$ cat src/design/edm_pkg.sv
// ---------------------------------------------------------------------------
// edm_pkg: shared types and constants for the enqueue/dequeue matcher
// Beat types, status codes, controller states and the pending-cell control.
// ---------------------------------------------------------------------------
`default_nettype none

package edm_pkg;

    localparam int TABLE_DEPTH = 64;
    localparam int ID_W        = 48;
    localparam int TAG_W       = 16;
    localparam int LVL_N       = $clog2(TABLE_DEPTH);

    typedef enum logic {
        OP_ENQ = 1'b0,
        OP_DEQ = 1'b1
    } t_opcode;

    typedef enum logic [1:0] {
        ST_STORED    = 2'd0,
        ST_MATCHED   = 2'd1,
        ST_UNMATCHED = 2'd2,
        ST_FULL      = 2'd3
    } t_status;

    typedef enum logic [1:0] {
        S_IDLE,
        S_CMP,
        S_UPD
    } t_state;

    typedef struct packed {
        t_opcode           opcode;
        logic [ID_W-1:0]   queue_id;
        logic [ID_W-1:0]   item_value;
        logic [TAG_W-1:0]  event_tag;
    } t_in_beat;

    typedef struct packed {
        t_status           status;
        logic [TAG_W-1:0]  matched_tag;
    } t_out_beat;

    // One pending entry as it moves between neighbor cells
    typedef struct packed {
        logic              valid;
        logic [ID_W-1:0]   qid;
        logic [ID_W-1:0]   item;
        logic [TAG_W-1:0]  tag;
    } t_entry;

    typedef struct packed {
        logic cmp;   // latch key compare
        logic push;  // take entry from newer neighbor
        logic pull;  // take entry from older neighbor
    } t_cell_ctl;

endpackage

`default_nettype wire

$ cat src/design/edm_cell.sv
// ---------------------------------------------------------------------------
// edm_cell: one slot of the pending table
// Holds an entry, compares it with the broadcast key and moves it to or
// from its neighbors when the table shifts.
// ---------------------------------------------------------------------------
`default_nettype none

module edm_cell (
    input  wire                          i_clk,
    input  wire                          i_rst_n,
    input  edm_pkg::t_cell_ctl           i_ctl,
    input  wire  [edm_pkg::ID_W-1:0]     i_key_qid,
    input  wire  [edm_pkg::ID_W-1:0]     i_key_item,
    input  edm_pkg::t_entry              i_newer,
    input  edm_pkg::t_entry              i_older,
    output edm_pkg::t_entry              o_entry,
    output logic                         o_hit
);

    edm_pkg::t_entry r_ent, n_ent;
    logic            r_hit, n_hit;

    always_comb begin
        n_ent = r_ent;
        if (i_ctl.push) begin
            n_ent = i_newer;
        end else if (i_ctl.pull) begin
            n_ent = i_older;
        end
        n_hit = r_hit;
        if (i_ctl.cmp) begin
            n_hit = r_ent.valid && (r_ent.qid == i_key_qid) && (r_ent.item == i_key_item);
        end
    end

    always_ff @(posedge i_clk) begin
        if (!i_rst_n) begin
            r_ent.valid <= 1'b0;
            r_hit       <= 1'b0;
        end else begin
            r_ent.valid <= n_ent.valid;
            r_hit       <= n_hit;
        end
        r_ent.qid  <= n_ent.qid;
        r_ent.item <= n_ent.item;
        r_ent.tag  <= n_ent.tag;
    end

    assign o_entry = r_ent;
    assign o_hit   = r_hit;

endmodule

`default_nettype wire
$ cat config.mk
export PLATFORM = sky130hd
export DESIGN_NAME = edm_cell
export DESIGN_NICKNAME = d
export VERILOG_FILES = /design/src/design/edm_pkg.sv /design/src/design/edm_cell.sv
export SDC_FILE = /design/constraint.sdc
export NUM_CORES = 1
export LEC_CHECK = 0
export ABC_AREA = 1
export BUFFER_PORTS_ARGS = -buffer_cell sky130_fd_sc_hd__buf_2
export CORE_AREA = 2 2 170 172
export DETAILED_ROUTE_END_ITERATION = 12
export DIE_AREA = 0 0 172 174
export PLACE_DENSITY = 0.52
export SYNTH_ARGS = -nofsm -noshare
export SYNTH_HDL_FRONTEND = slang
export SYNTH_SLANG_ARGS = --single-unit
$ cat constraint.sdc
create_clock -name i_clk -period 2.7 [get_ports i_clk]
set_input_delay 0.405 -clock i_clk [delete_from_list [all_inputs] [get_ports i_clk]]
set_output_delay 0.405 -clock i_clk [all_outputs]
set_load 0.05 [all_outputs]
==> run summary, run 1 <==
# clock sinks = 114
CTS Hold Bufs = 0
Drt wl/cell = 14.3 um
CP Launch Type = flip-flop
CP Buf/Inv Count = 0
Vias in the first global route = 6595
CTS tree = done
Overall Power = 5.94 mW
Clock transition at path regs = 0.05 ns
Status = completed
Delay of the slowest cell on the worst path = 0.41 ns
Layout Cells excl Fill = 1708
Critical Path AT = 1.96 ns
WS Path Type = reg2reg
Clock Tree Root = clkbuf_16
Port Buffers = 440
Die Y = 174 um
Initial antenna violation count = 0
Clock Latency Late Sink = 0.41 ns
Minimum clock period = 1.62 ns
RSZ-0062 raised after global routing = no
Flop pwr share = 39.0%
First-iteration detailed-routing DRC count = 343
Max cap viols = 0
Cells along the critical path = nand2_1 > o21ai_0 > nor2_1 > nand2_1 > nor2_1 > nand2_1 > nor2_1 > nand3_1 > a21oi_2
Post-cts resize count = 0
Seq/Total Area, Yosys = 52.6%
Avg Inst Size Synth = 7.46 um2
Die Area = 0.0299 mm2
CP required = 3.04 ns
Internal Dissipation = 3.81 mW
Finish-stage setup viols = 0
Critical Path Slowest Stage Cell = edfxtp_1
Synthesis warning total = 0
Core area = 0.0282 mm2
# H-tree levels = 4
Slew margin rel. = 53.5%
PD cells = 614 mW/mm2
Type of the tightest min-delay check = in2reg
Max Fanout on Critical Path = 3
Clk buf depth = 2
Clk_skew = 0.0137 ns
GRT Total Usage = 16.0%
DR pass1 iterations = 4
Final Max Tran Viols = 0
WHS = 0.231 ns
Clk pwr share = 32.7%
Tcrit/Tclk final = 60.1%
Global-route wire length before repair = 35700 um
Chip width = 172 um
Final setup margin = 1.08 ns
Fmax = 0.616 GHz
Post-route DRC = 0
Final Core Density = 34.2%
TritonCTS Buffers = 17
Via count = 6781
Worst slack, placed = 0.905 ns
Avg Vias per Cell = 3.97
Worst Setup End Kind = flip-flop
VDD IR-drop max = 0.325 mV
DRT antenna net count = 0
Worst Tran Pin Value = 0.698 ns
Cell count after synthesis = 867
Final #Nets = 1640
Row cnt = 62
Critical path's top delay family = simple AND/OR/NAND/NOR gates
Gp weighted congestion = 0.893
Ports = 441
Combinational share of power = 28.3%
Share of cells above drive strength 1 = 36.4%
Initial Util = 22.9%
Leak Pwr = 5.37 nW
Fin area = 0.00967 mm2
Total of flip-flops plus latches after synthesis = 114
Final wirelength = 24400 um
Switching power total = 2.13 mW
Syn Nets = 1194
Post-DP HPWL = 20000 um
Setup TNS = 0 ns
Final hold vios = 0
Setup bufs post-CTS = 0
Mapped Area = 0.00647 mm2
Ant. Diodes = 0
GR Overflow Total = 0
Placed cells = 1678
Synthesis-to-finish area growth = 49.5%
Post-synthesis cell type count = 19
Sw Share = 35.8%
Pin count of the biggest net entering global routing = 66
DP Area = 0.00917 mm2
## cell usage after synthesis
master    instances  area, um2
nor3_1            2       10.0
nor3_2            1       10.0
xor2_1           19        166
o211ai_1          1       7.51
buf_2            17       85.1
nand3_1           8       40.0
o21ai_0          21        105
xnor2_1          12        105
dfxtp_1           2       40.0
inv_2             1       3.75
or2_2             1       6.26
nand2_1         481       1810
edfxtp_1        112       3360
clkbuf_1          8       30.0
nor2_1           83        312
a21oi_2           1       8.76
o21ai_1           1       5.00
inv_1            95        357
nand4_1           1       6.26
## power by group through the flow
stage	sequential [mW]	clock (mW)	combinational, mW
global placement	2.35	0	1.69
CTS	2.32	2.02	1.70
detailed placement	2.35	0	1.69
floorplan	3.00	0	0.413
global route	2.34	2.09	1.82
finish	2.32	1.94	1.68
## worst register-to-register path, delay by kind of cell, from the launching register on
family	cells	cell delay (ns)
flops	1	0.41
compound gates	2	0.20
simple gates	7	0.96
## state kept, by name, summed over array words and instances, names as in the netlist
name     count
o_entry    113
o_hit        1
## cell type report
cell class	instances	area (um2)
Tap cell	384	480
Inverter	96	363
Fill cell	3151	18600
Clock inverter	12	71.3
Clock buffer	18	429
Multi-Input combinational cell	632	2590
Sequential cell	114	3400
Timing Repair Buffer	452	2330
## cell usage in the layout, fill, tap and decap left out, types with 4 or more instances in the layout
master	netlist	routed
inv_1	95	95
clkinv_2	0	4
buf_2	17	439
edfxtp_1	112	112
buf_4	0	10
nand3_1	8	8
xor2_1	19	19
clkbuf_16	0	17
nand2_1	481	481
xnor2_1	12	12
o21ai_0	21	21
nor2_1	83	83
## final timing paths
kind              depth (start not counted)      endpoint         from  slack, ns
setup / recovery                          9         o_hit  o_entry[53]       1.08
hold / removal                            3  o_entry[112]      i_rst_n       0.23
setup reg to reg                          9         o_hit  o_entry[53]       1.08
hold reg to reg                           2         o_hit        o_hit       0.48
## cells by family (layout without fill, tap and decap cells)
kind of cell / after synthesis / count (layout) / share of synthesized area (%)
xor+xnor: 31 / 31 / 4.20
flops: 114 / 114 / 52.6
simple gates: 577 / 577 / 33.9
compound gates: 24 / 24 / 1.95
buf+inv: 121 / 578 / 7.35
## layer usage
metal  GRT usage (%)  vias up  wire length (um)
met3            3.96       24              1730
li1                -     3541                 -
met5               0        -                 0
met1            19.8     2952             10500
met2            27.4      264             11700
met4            4.66        0               441
Power figures use the tool's default switching activity.
==> run 2, diff against run 1 <==
Clock period 2.7 ns to 1.6 ns, I/O delays scaled along.
==> run 2 against run 1 <==
Utilization is 1.0 points higher; final cell count up 0.47%; largest cell class unchanged; flip-flop and latch count unchanged; critical path type is now reg2out; non-clock buffer count increased by 5; largest power group is now clock; critical endpoint is now o_entry[53]; sequential power grew 67%; first-iteration DRC count fell by 7.0%; global-route usage is 0.19 points higher; sequential share of layout area shrank 1.0 points.
==> run summary, run 2 (synthesis results as in run 1) <==
Ports = 441 (unchanged)
Filler cells = 3110 (was 3151)
Placed cells = 1679 (was 1678)
Gp weighted congestion = 0.880 (was 0.893)
Area occupied by multi-input gates = 0.00269 mm2 (was 0.00259 mm2)
Most common cell after layout, fill and taps aside = nand2_1 (unchanged)
Tcrit/Tclk final = 96.8%
First-iteration detailed-routing DRC count = 319 (was 343)
CP required = 1.36 ns (was 3.04 ns)
Vias in the first global route = 6622 (was 6595)
Number of flip-flops under the largest register name = 113 (unchanged)
Critical Path AT = 1.31 ns (was 1.96 ns)
Worst hold endpoint = o_entry[1] (was o_entry[112])
Max Fanout on Critical Path = 3 (unchanged)
Worst Setup End Kind = output pin (was flip-flop)
Met1 Use GR = 19.6% (was 19.8%)
Share of cells above drive strength 1 = 38.4% (was 36.4%)
Overall Power = 10.8 mW (was 5.94 mW)
R2R Path Start = o_entry[76] (was o_entry[53])
Pin count of the biggest net entering global routing = 51 (was 66)
Final Max Tran Viols = 0 (unchanged)
DR pass1 iterations = 4 (unchanged)
R2R depth = 8 (was 9)
Row cnt = 62 (unchanged)
Met3 Usage GRT = 4.17% (was 3.96%)
Type of the tightest min-delay check = in2reg (unchanged)
TritonCTS Buffers = 17 (unchanged)
Finish-stage setup viols = 0 (unchanged)
Reg area = 0.00340 mm2 (unchanged)
Chip width = 172 um (unchanged)
Avg Vias per Cell = 4.00 (was 3.97)
Clk buf depth = 2 (unchanged)
Port Buffers = 440 (unchanged)
Worst slack, placed = -0.154 ns (was 0.905 ns)
Fin area = 0.00995 mm2 (was 0.00967 mm2)
# H-tree levels = 4 (unchanged)
Max cap viols = 0 (unchanged)
GR Overflow Total = 0 (unchanged)
Hold depth = 3 (unchanged)
PD cells = 1080 mW/mm2 (was 614 mW/mm2)
Core area = 0.0282 mm2 (unchanged)
WHS = 0.0882 ns (was 0.231 ns)
Die Y = 174 um (unchanged)
Via count = 6858 (was 6781)
CP Launch Type = flip-flop (unchanged)
Fmax = 0.646 GHz
Synthesis-to-finish area growth = 53.9% (was 49.5%)
Most frequent cells in the layout = nand2_1 (477), buf_2 (439), edfxtp_1 (112) (was nand2_1 (481), buf_2 (439), edfxtp_1 (112))
# clock sinks = 114 (unchanged)
Minimum clock period = 1.55 ns
Slew margin rel. = 79.4% (was 53.5%)
DP Area = 0.00923 mm2 (was 0.00917 mm2)
HP Start = i_older[1] (was i_rst_n)
Layout Cells excl Fill = 1716 (was 1708)
Final wirelength = 24900 um (was 24400 um)
Drt wl/cell = 14.5 um (was 14.3 um)
Global Route met2 Usage = 28.1% (was 27.4%)
Clock Latency Late Sink = 0.42 ns (was 0.41 ns)
Initial Util = 22.9% (unchanged)
Global-route wire length before repair = 36200 um (was 35700 um)
Final #Nets = 1645 (was 1640)
Post-DP HPWL = 20700 um (was 20000 um)
Status = completed (unchanged)
Clock transition at path regs = 0.06 ns (was 0.05 ns)
Worst reg2reg endpoint = o_hit (unchanged)
GRT Total Usage = 16.2% (was 16.0%)
Clk_skew = 0.00977 ns (was 0.0137 ns)
Final hold vios = 0 (unchanged)
Clock Tree Root = clkbuf_16 (unchanged)
Post-route DRC = 0 (unchanged)
Leak Pwr = 5.48 nW (was 5.37 nW)
RSZ-0062 raised after global routing = yes (was no)
Worst reg2reg setup slack = 0.09 ns (was 1.08 ns)
CTS tree = done (unchanged)
Die Area = 0.0299 mm2 (unchanged)
DRT antenna net count = 0 (unchanged)
Initial antenna violation count = 1 (was 0)
WS Path Type = reg2out (was reg2reg)
VDD IR-drop max = 0.550 mV (was 0.325 mV)
Final setup margin = 0.0519 ns (was 1.08 ns)
GRT busiest layer = met2 (unchanged)
Worst Tran Pin Value = 0.309 ns (was 0.698 ns)
==> run 2: cell count changes in the layout (fill, tap and decap cells not counted), moves of 2 or more <==
cell	previous run	this run
nand2_1	481	477
o21ai_1	1	4
o21ai_0	21	18
nor2_1	83	69
nor2_2	0	9
bufinv_16	0	3
nand3_1	8	6
nor2_4	0	5
clkbuf_8	0	2
buf_12	3	7
clkinv_1	3	1
nand2_2	0	4
==> run 2: per-stage QoR <==
stage	util, %	setup TNS (ns)
floorplan	-	0
global placement	32.7	-0.116
detailed placement	32.7	-0.154
CTS	35.0	0
global route	35.2	-0.00896
finish	35.2	0
==> run 2: final cells by class <==
cell class / instances / area share [%]
diodes: 1 / 0.0251
clock buffers: 21 / 4.63
clock inverters: 11 / 1.38
inverters: 96 / 3.65
multi-input cells: 632 / 27.0
flip-flops and latches: 114 / 34.2
well taps: 384 / 4.83
repair buffers: 457 / 24.3
==> run 2: power breakdown <==
part,internal (mW),leakage (nW),switching (mW)
Sequential,3.67,1.17,0.206
Clock,2.52,0.290,1.42
Combinational,0.872,4.02,2.07
==> run 2: critical path, stage by stage (launching register included) <==
cell      delay [ns]
edfxtp_1        0.42
buf_4           0.15
buf_4           0.12
buf_2           0.21
==> run 2: what timing repair did <==
item	in CTS	in global routing
resized for setup	9	21
endpoints found under the setup margin	1	1
hold endpoints to repair	0	0
pin swaps	2	12
hold buffers	0	0
setup buffers	2	2
==> run 2: routing by layer <==
| metal | wire length, um | up-vias |
|---|---|---|
| li1 | - | 3556 |
| met1 | 10700 | 3023 |
| met2 | 12100 | 252 |
| met3 | 1650 | 27 |
| met4 | 505 | 0 |
| met5 | 0 | - |
==> run 2: worst max path at each step <==
| stage | slack [ns] | cells after the start | startpoint | endpoint |
|---|---|---|---|---|
| after floorplan | 0.007 | 2 | i_ctl[1] | o_entry[0] |
| after global placement | -0.12 | 8 | o_entry[56] | o_hit |
| after detailed placement | -0.15 | 8 | o_entry[56] | o_hit |
| after CTS | 0.01 | 9 | o_entry[53] | o_hit |
| after global routing | -0.009 | 10 | o_entry[23] | o_hit |
| final | 0.05 | 3 | o_entry[53] | o_entry[53] |
